`config.mk`:
```
export PLATFORM = sky130hd
export DESIGN_NAME = bmhq_front
export DESIGN_NICKNAME = d
export VERILOG_FILES = /design/src/hdl/bmhq_pkg.sv /design/src/hdl/bmhq_front.sv
export SDC_FILE = /design/constraint.sdc
export NUM_CORES = 1
export LEC_CHECK = 0
export BUFFER_PORTS_ARGS = -buffer_cell sky130_fd_sc_hd__buf_2
export CAP_MARGIN = 20
export CORE_UTILIZATION = 50
export DETAILED_ROUTE_END_ITERATION = 8
export PLACE_DENSITY_LB_ADDON = 0.15
export SYNTH_ARGS = -nofsm -noshare
export SYNTH_HDL_FRONTEND = slang
export SYNTH_SLANG_ARGS = --single-unit
```
`constraint.sdc`:
```
create_clock -name clk_i -period 4.1 [get_ports clk_i]
set_input_delay 0.41 -clock clk_i [delete_from_list [all_inputs] [get_ports clk_i]]
set_output_delay 0.41 -clock clk_i [all_outputs]
set_load 0.01 [all_outputs]
```
`src/hdl/bmhq_pkg.sv`:
```
package bmhq_pkg;

  localparam int unsigned KeyW = 32;
  localparam int unsigned HndW = 16;
  localparam int unsigned CntOutW = 9;

  typedef enum logic [1:0] {
    ST_OK        = 2'd0,
    ST_FULL      = 2'd1,
    ST_EMPTY     = 2'd2,
    ST_RESERVED  = 2'd3
  } status_e;

  typedef enum logic {
    OP_PUSH = 1'b0,
    OP_POP  = 1'b1
  } op_e;

  typedef struct packed {
    op_e             op;
    logic [KeyW-1:0] key;
    logic [HndW-1:0] handle;
  } cmd_t;

  typedef enum logic [2:0] {
    BK_IDLE,
    BK_POPRD,
    BK_UPRD,
    BK_UPCMP,
    BK_DNRD,
    BK_DNCMP,
    BK_DONE
  } back_state_e;

endpackage

```
`src/hdl/bmhq_front.sv`:
```
module bmhq_front (
  input  logic            clk_i,
  input  logic            rst_ni,
  input  logic            valid_i,
  output logic            ready_o,
  input  logic            kind_i,
  input  logic [31:0]     key_i,
  input  logic [15:0]     handle_i,
  output logic            cmd_valid_o,
  input  logic            cmd_ready_i,
  output bmhq_pkg::cmd_t  cmd_o
);

  // Two-entry command queue between the handshake and the heap engine.
  bmhq_pkg::cmd_t slot_q [2];
  logic           wr_q, rd_q;
  logic [1:0]     fill_q;
  logic           push, pop;

  assign ready_o     = (fill_q != 2'd2);
  assign cmd_valid_o = (fill_q != 2'd0);
  assign cmd_o       = slot_q[rd_q];
  assign push        = valid_i && ready_o;
  assign pop         = cmd_valid_o && cmd_ready_i;

  always_ff @(posedge clk_i) begin
    if (push) begin
      slot_q[wr_q] <= '{op: bmhq_pkg::op_e'(kind_i), key: key_i, handle: handle_i};
    end
  end

  always_ff @(posedge clk_i or negedge rst_ni) begin
    if (!rst_ni) begin
      wr_q   <= 1'b0;
      rd_q   <= 1'b0;
      fill_q <= 2'd0;
    end else begin
      if (push) wr_q <= ~wr_q;
      if (pop)  rd_q <= ~rd_q;
      fill_q <= fill_q + {1'b0, push} - {1'b0, pop};
    end
  end

endmodule

```
### After elaboration in Yosys (flattened, before gate mapping)

Memories as Yosys holds them, arrays and structs flattened.
Index checks and enable logic that the tools add are counted.

* word-level logic and storage cells: 14
* output and inout port bits: 51
* memories: 1
* register bits: 4
* input port bits: 53
* bits in writable memories: 98

Memory list
* slot_q: depth 2, bits a word 49, read ports 1, clocked after Yosys merged registers in 0, wr ports 1, line bmhq_front.sv:15 `bmhq_pkg::cmd_t slot_q [2];`

* mux-type cells: 2
* add/sub/neg operators: 2
* bitwise operators: 2
* eq/ne operators: 1
* reduce and logical (&&, ||, !) cells: 3

Operators by type and width (number)
* 2-bit by 1-bit adder with 2-bit output: 1
* 1-bit logical AND: 2
* 1-bit two-way mux: 2
* 2-bit inequality test, second input constant: 1
* 1-bit NOT: 2
* 2-bit nonzero test: 1
* 2-bit by 1-bit subtractor with 2-bit output: 1

### Logic depth before layout (Yosys ltp)

Gate-level depths: netlist (run 1).

* depth in word-level cells: 4
* gate-level depth with buffers: 7
* mapped depth without buffers: 7

### Worst setup path after synthesis (run 1)

Ideal clock, no wire load.

* path kind: reg-to-reg
* start point: reg fill_q[1]
* end point: mem slot_q[0][0] (netlist name), enable pin
* cell stages (with the launch flop): 4
* data arrival time: 2719 ps
* library setup time: 456 ps
* slack: 926 ps
* required time: 3644 ps
* cells stage by stage: dfrtp_1 -> nand2b_1 -> nand2_1 -> nor2_1

* word-level cells in the longest chain between the ends: 4

RTL lines
* start, declared: line bmhq_front.sv:17 `logic [1:0] fill_q;`
* start signal, assigned: line bmhq_front.sv:40 `fill_q <= fill_q + {1'b0, push} - {1'b0, pop};`
* 2-bit inequality test: line bmhq_front.sv:20 `assign ready_o = (fill_q != 2'd2);`
* via ready_o: line bmhq_front.sv:5 `output logic ready_o,`
* 1-bit logical AND: line bmhq_front.sv:23 `assign push = valid_i && ready_o;`
* 1-bit two-way mux: line bmhq_front.sv:27 `if (push) begin`
* 1-bit two-way mux (implied by the code): line bmhq_front.sv:28 `slot_q[wr_q] <= '{op: bmhq_pkg::op_e'(kind_i), key: key_i, handle: handle_i};`
* end, declared: line bmhq_front.sv:15

The timed path passes the listed nets, and every way through them passes these cells.

==> results.md, run 1 <==
* Syn nets at 225
* Endpoints failing setup at 0
* Most common cell in the synthesized netlist: edfxtp_1
* DP HPWL at 3.92 mm
* Main flop type after synthesis: edfxtp_1
* Antenna violations before repair at 0
* Period utilisation layout at 56.2%
* Reg2reg end: slot_q[0][2]
* Initial DRC count at 102
* Reg2Reg Setup Slack at 2040 ps
* Worst hold margin at 240 ps
* Fill cells at 573
* DRC violations left at 0
* Drt first pass iters at 4
* GRT busiest layer: met2
* Worst hold stages at 1
* Area Growth Syn to Fin at 22.3%
* Post-synth top area share at 78.4%
* Die Width at 88.7 um
* Final Core Density at 63.3%
* Worst EP required at 3690 ps
* Design area at 4590 um2
* Syn_area_per_cell at 22.1 um2
* Reg clk slew, reported paths at 90 ps
* Peak VDD IR at 0.000388 V
* Async S/R FF share, synth at 3.92%
* Row count at 31
* Slew headroom at 44.9%
* Cell count after synthesis at 170
* Final antenna-violating net count at 0
* Hold WC Path Type: primary input to register
* Syn. warnings at 0
* Vias at 1904
* Sequential area share after synthesis at 81.0%
* CTS HTree Levels at 3
* Cell area after synthesis at 3750 um2
* Placed Area at 4380 um2
* GR Util met1 at 20.3%
* Critical Path Start Type: register
* Worst r2r src: fill_q[1]
* Distinct cells, synth at 16
* Die area at 7860 um2
* Clock skew at 7.17 ps
* Nets at 337
* Chip height at 88.7 um
* Pwr Total at 0.00311 W
* Leak at 1.73 nW
* Final hold violation count at 0
* Setup TNS at 0 ps
* Clock Tree Buf Depth at 2
* CP Class: register to output port
* Outcome: complete, no violations
* Total grt overflow at 0
* Post-CTS Setup Bufs at 0
* Drt via density at 4.95
* Worst Max-Slew Pin Slew at 825 ps
* HP Start: key_i[2]
* Clock root buffer: clkbuf_8
* Wire per inst at 15.3 um
* FF+latch count, synth at 102
* Port bufs at 103
* Critical path arrival at 1890 ps
* Final Max Slew Viols at 0
* Most frequent cells after synthesis: edfxtp_1, mux2_2, buf_6
* Final GP Congestion at 0.653
* Initial Utilization at 51.8%
* Post-synth EDFFs at 98
* Num CTS Buffers at 9
* PwrDens at 677 nW/um2
* Max_cap viols at 0
* Min Clock Period, post-route at 2300 ps
* Worst-path fanout max at 27
* Top post-synthesis cells by area: edfxtp_1, mux2_2, dfrtp_1
* Met2 Use GR at 24.8%
* Largest net degree at the start of global routing at 30
* Hold EP: slot_q[1][18]
* CP Capture Type: output port
* First-pass GRT wire length at 8.98 mm
* Core Region at 7250 um2
* RSZ-0062 raised after global routing: false
* Clock Sinks at 102
* WL final at 5.89 mm
* Antenna diodes at 0
* CTS tree: built
* Post-synth top area cell: edfxtp_1
* Grt met3 use at 6.16%
* Total GRT Usage at 16.3%
* Io pins at 104
* Vias in the first global route at 1869
* Clk_lat worst skew at 350 ps
* Fraction of layout cells with a size suffix above 1 at 58.7%
* Worst r2r path cells at 4
* Fmax at 434 MHz
==> routing by layer <==
layer / routed length, um / vias to the layer above
met5: 0 / -
met4: 131 / 0
met3: 429 / 11
met2: 2840 / 74
met1: 2490 / 936
li1: - / 883
==> layout make-up <==
| type | count | area (um2) | share of cell area, % |
|---|---|---|---|
| Sequential cell | 102 | 3040 | 66.3 |
| Multi-Input combinational cell | 61 | 656 | 14.3 |
| Timing Repair Buffer | 107 | 561 | 12.2 |
| Clock buffer | 11 | 131 | 2.86 |
| Tap cell | 99 | 124 | 2.70 |
| Clock inverter | 4 | 72.6 | 1.58 |
| Inverter | 1 | 3.75 | 0.0817 |
==> repair_timing <==
item	in CTS	in global routing
endpoints found under the hold margin	4	0
endpoints found under the setup margin	0	0
gates resized for setup	0	0
hold buffers	1	0
==> critical path, stage by stage (launching register included) <==
cell and delay, ps:
dfrtp_2 750, buf_12 280, mux2_2 370, buf_2 140
==> registers in the layout, summed over array words and instances (netlist names) <==
| name | cells |
|---|---|
| fill_q | 2 |
| rd_q | 1 |
| slot_q | 98 |
| wr_q | 1 |
==> placed cells by master (no fill, tap or decap) <==
master	count
buf_4	2
mux2_2	45
buf_2	103
edfxtp_1	98
bufinv_16	2
nand2b_1	1
mux2_1	4
nand2_1	1
clkinv_2	1
and3_2	1
and2_4	1
nor2_4	1
clkbuf_8	9
inv_1	1
buf_12	1
xnor2_1	3
clkinvlp_4	1
dlygate4sd3_1	1
dfrtp_2	1
xor2_1	1
dfrtp_1	3
ha_1	2
clkbuf_1	2
or2_1	1
==> worst max path at each step <==
stage                   end       from  cells past startpoint  slack [ps]
3_5_place_dp   slot_q[0][7]    valid_i                      4        2000
4_1_cts           cmd_o[40]       rd_q                      3        1760
5_1_grt           cmd_o[40]       rd_q                      3        1690
2_1_floorplan  slot_q[0][0]  fill_q[1]                      3         930
6_report          cmd_o[46]       rd_q                      3        1800
3_3_place_gp      cmd_o[22]       rd_q                      2        1950
==> cells by family after synthesis <==
kind of cell	synth area share [%]
xor+xnor	0.933
fa+ha+maj	0.666
buf+inv	1.73
flops	81.0
mux	14.7
simple gates	0.933
==> power by group <==
group | leakage (nW) | internal, W | total (W) | switching (W)
registers | 0.956 | 0.00143 | 0.00153 | 0.000106
clock network | 0.0994 | 0.000340 | 0.000642 | 0.000302
logic | 0.671 | 0.000455 | 0.000933 | 0.000478
total | 1.73 | 0.00222 | 0.00311 | 0.000886
==> through the flow <==
step           cells  setup WS [ps]
3_3_place_gp     368           1950
3_5_place_dp     369           2000
6_report         385           1800
4_1_cts          385           1760
5_1_grt          385           1690
2_1_floorplan    170            926
Power figures use the tool's default switching activity.
==> inputs of run 2 (changes only) <==
- clock period: 4.1 -> 2.4 ns (I/O delays scaled with it)
==> run 2 against run 1 <==
Worst hold slack lost 160 ps. Critical endpoint is now cmd_o[21]. Core utilization grew 0.60 points. Largest cell class unchanged. Clock power grew 92%. Final cell count grew 1.0%. Sequential power grew 65%. Final area grew 0.95%. Clock skew shrank 1.1 ps. Power grew 75%. Count of clock-buffer cells in the layout shrank 1. Critical path depth is the same.
==> results.md, run 2 (same netlist as run 1, synthesis figures left out) <==
* Outcome: complete, no violations (unchanged)
* Final Max Slew Viols at 0 (unchanged)
* Fmax at 534 MHz
* Worst EP required at 2160 ps (was 3690 ps)
* Critical Path Start Type: register (unchanged)
* Max FFs per register at 98 (unchanged)
* WL final at 5.83 mm (was 5.89 mm)
* Wire per inst at 15.0 um (was 15.3 um)
* Leak at 1.75 nW (was 1.73 nW)
* Worst r2r src: fill_q[1] (unchanged)
* Chip height at 88.7 um (unchanged)
* Total GRT Usage at 16.0% (was 16.3%)
* Final hold violation count at 0 (unchanged)
* Antenna diodes at 0 (unchanged)
* Die area at 7860 um2 (unchanged)
* Worst hold margin at 76.9 ps (was 240 ps)
* Clk_lat worst skew at 340 ps (was 350 ps)
* Nets at 340 (was 337)
* Resized cells post-CTS at 0 (unchanged)
* HP Start: handle_i[13] (was key_i[2])
* CTS HTree Levels at 3 (unchanged)
* Worst r2r path cells at 7 (was 4)
* Most frequent cells in the layout: buf_2, edfxtp_1, mux2_2 (unchanged)
* Hold WC Path Type: primary input to register (unchanged)
* Most common cell after layout, fill and taps aside: buf_2 (unchanged)
* Drt via density at 4.81 (was 4.95)
* Design area at 4640 um2 (was 4590 um2)
* Worst Setup SP: rd_q (unchanged)
* Row count at 31 (unchanged)
* Reg clk slew, reported paths at 90 ps (about the same)
* Endpoints failing setup at 0 (unchanged)
* Clock Sinks at 102 (unchanged)
* CP Class: register to output port (unchanged)
* Vias at 1873 (was 1904)
* Max stage delay on crit path at 390 ps (was 750 ps)
* Min Clock Period, post-route at 1870 ps
* Drt first pass iters at 4 (unchanged)
* Clock root buffer: clkbuf_8 (unchanged)
* Setup crit end: cmd_o[21] (was cmd_o[46])
* RSZ-0062 raised after global routing: false (unchanged)
* Worst-path fanout max at 30 (was 27)
* Worst Max-Slew Pin Slew at 408 ps (was 825 ps)
* Initial Utilization at 51.8% (unchanged)
* Period utilisation layout at 78.0%
* Antenna violations before repair at 0 (unchanged)
* CTS tree: built (unchanged)
* Reg2reg end: fill_q[1] (was slot_q[0][2])
* Area Growth Syn to Fin at 23.5% (was 22.3%)
* Setup TNS at 0 ps (unchanged)
* Slew headroom at 72.8% (was 44.9%)
* Vias in the first global route at 1883 (was 1869)
* CP Capture Type: output port (unchanged)
* Final GP Congestion at 0.719 (was 0.653)
* PwrDens at 1170 nW/um2 (was 677 nW/um2)
* Die Width at 88.7 um (unchanged)
* Io pins at 104 (unchanged)
* DP HPWL at 3.80 mm (was 3.92 mm)
* Core Region at 7250 um2 (unchanged)
* Final antenna-violating net count at 0 (unchanged)
* Initial DRC count at 70 (was 102)
* Port bufs at 103 (unchanged)
* Largest regs: slot_q: 98 flops, fill_q: 2 flops (unchanged)
* Placed Area at 4390 um2 (was 4380 um2)
* Total grt overflow at 0 (unchanged)
* Max_cap viols at 0 (unchanged)
* DRC violations left at 0 (unchanged)
* Fraction of layout cells with a size suffix above 1 at 59.7% (was 58.7%)
* Slowest stage cell on the critical path: mux2_2 (was dfrtp_2)
* Largest net degree at the start of global routing at 31 (was 30)
* Critical path cell sequence: buf_4 -> mux2_2 -> buf_2 (was buf_12 -> mux2_2 -> buf_2)
* Reg with most FFs: slot_q (unchanged)
* Critical path arrival at 1630 ps (was 1890 ps)
* Reg2Reg Setup Slack at 720 ps (was 2040 ps)
* Clock skew at 6.05 ps (was 7.17 ps)
* First-pass GRT wire length at 8.96 mm (was 8.98 mm)
* Num CTS Buffers at 9 (unchanged)
* Peak VDD IR at 0.000925 V (was 0.000388 V)
* Clock Tree Buf Depth at 2 (unchanged)
run 2: how the worst min path moves through the flow:
| stage | to | slack (ps) | depth (start not counted) |
|---|---|---|---|
| finish | slot_q[1][13] | 80 | 1 |
| global route | slot_q[0][3] | 50 | 1 |
| CTS | slot_q[0][3] | 50 | 1 |
| detailed placement | wr_q | 50 | 1 |
| global placement | wr_q | 50 | 1 |
| floorplan | fill_q[0] | -60 | 0 |
run 2: power breakdown:
group / total (W) / switching [W] / internal [W]
Combinational: 0.00167 / 0.000891 / 0.000780
Sequential: 0.00253 / 0.0000949 / 0.00243
Clock: 0.00123 / 0.000537 / 0.000691
Total: 0.00543 / 0.00152 / 0.00390
run 2: area by class of cell:
cell class | instances | area [um2]
well taps | 99 | 124
fillers | 528 | 2620
clock buffers | 10 | 128
flip-flops and latches | 102 | 3040
inverters | 1 | 3.75
clock inverters | 6 | 110
multi-input cells | 61 | 656
repair buffers | 110 | 571
run 2: worst max-delay path, delay by kind of cell (launching register included):
| family | cells | cell delay, ps |
|---|---|---|
| buf+inv | 2 | 500 |
| flops | 1 | 360 |
| mux | 1 | 390 |
run 2: timing repair:
item | 4_1_cts | 5_1_grt
buffers inserted | 0 | 0
hold endpoints to repair | 4 | 0
hold buffers | 1 | 0
run 2: through the flow:
| step | util, % | setup slack [ps] | power, W | std cells |
|---|---|---|---|---|
| finish | 63.9 | 529 | 0.00543 | 389 |
| global route | 63.9 | 434 | 0.00574 | 389 |
| CTS | 63.9 | 498 | 0.00550 | 389 |
| detailed placement | 60.5 | 730 | 0.00427 | 372 |
| global placement | 60.5 | 773 | 0.00426 | 372 |
| floorplan | - | 40.2 | 0.00371 | 170 |
run 2: per-layer routing:
| metal | routed length (um) | track usage [%] | vias to the layer above |
|---|---|---|---|
| met1 | 2480 | 20.1 | 913 |
| met5 | 0 | 0 | - |
| li1 | - | - | 892 |
| met4 | 61 | 6.60 | 0 |
| met3 | 466 | 6.72 | 6 |
| met2 | 2830 | 24.5 | 62 |
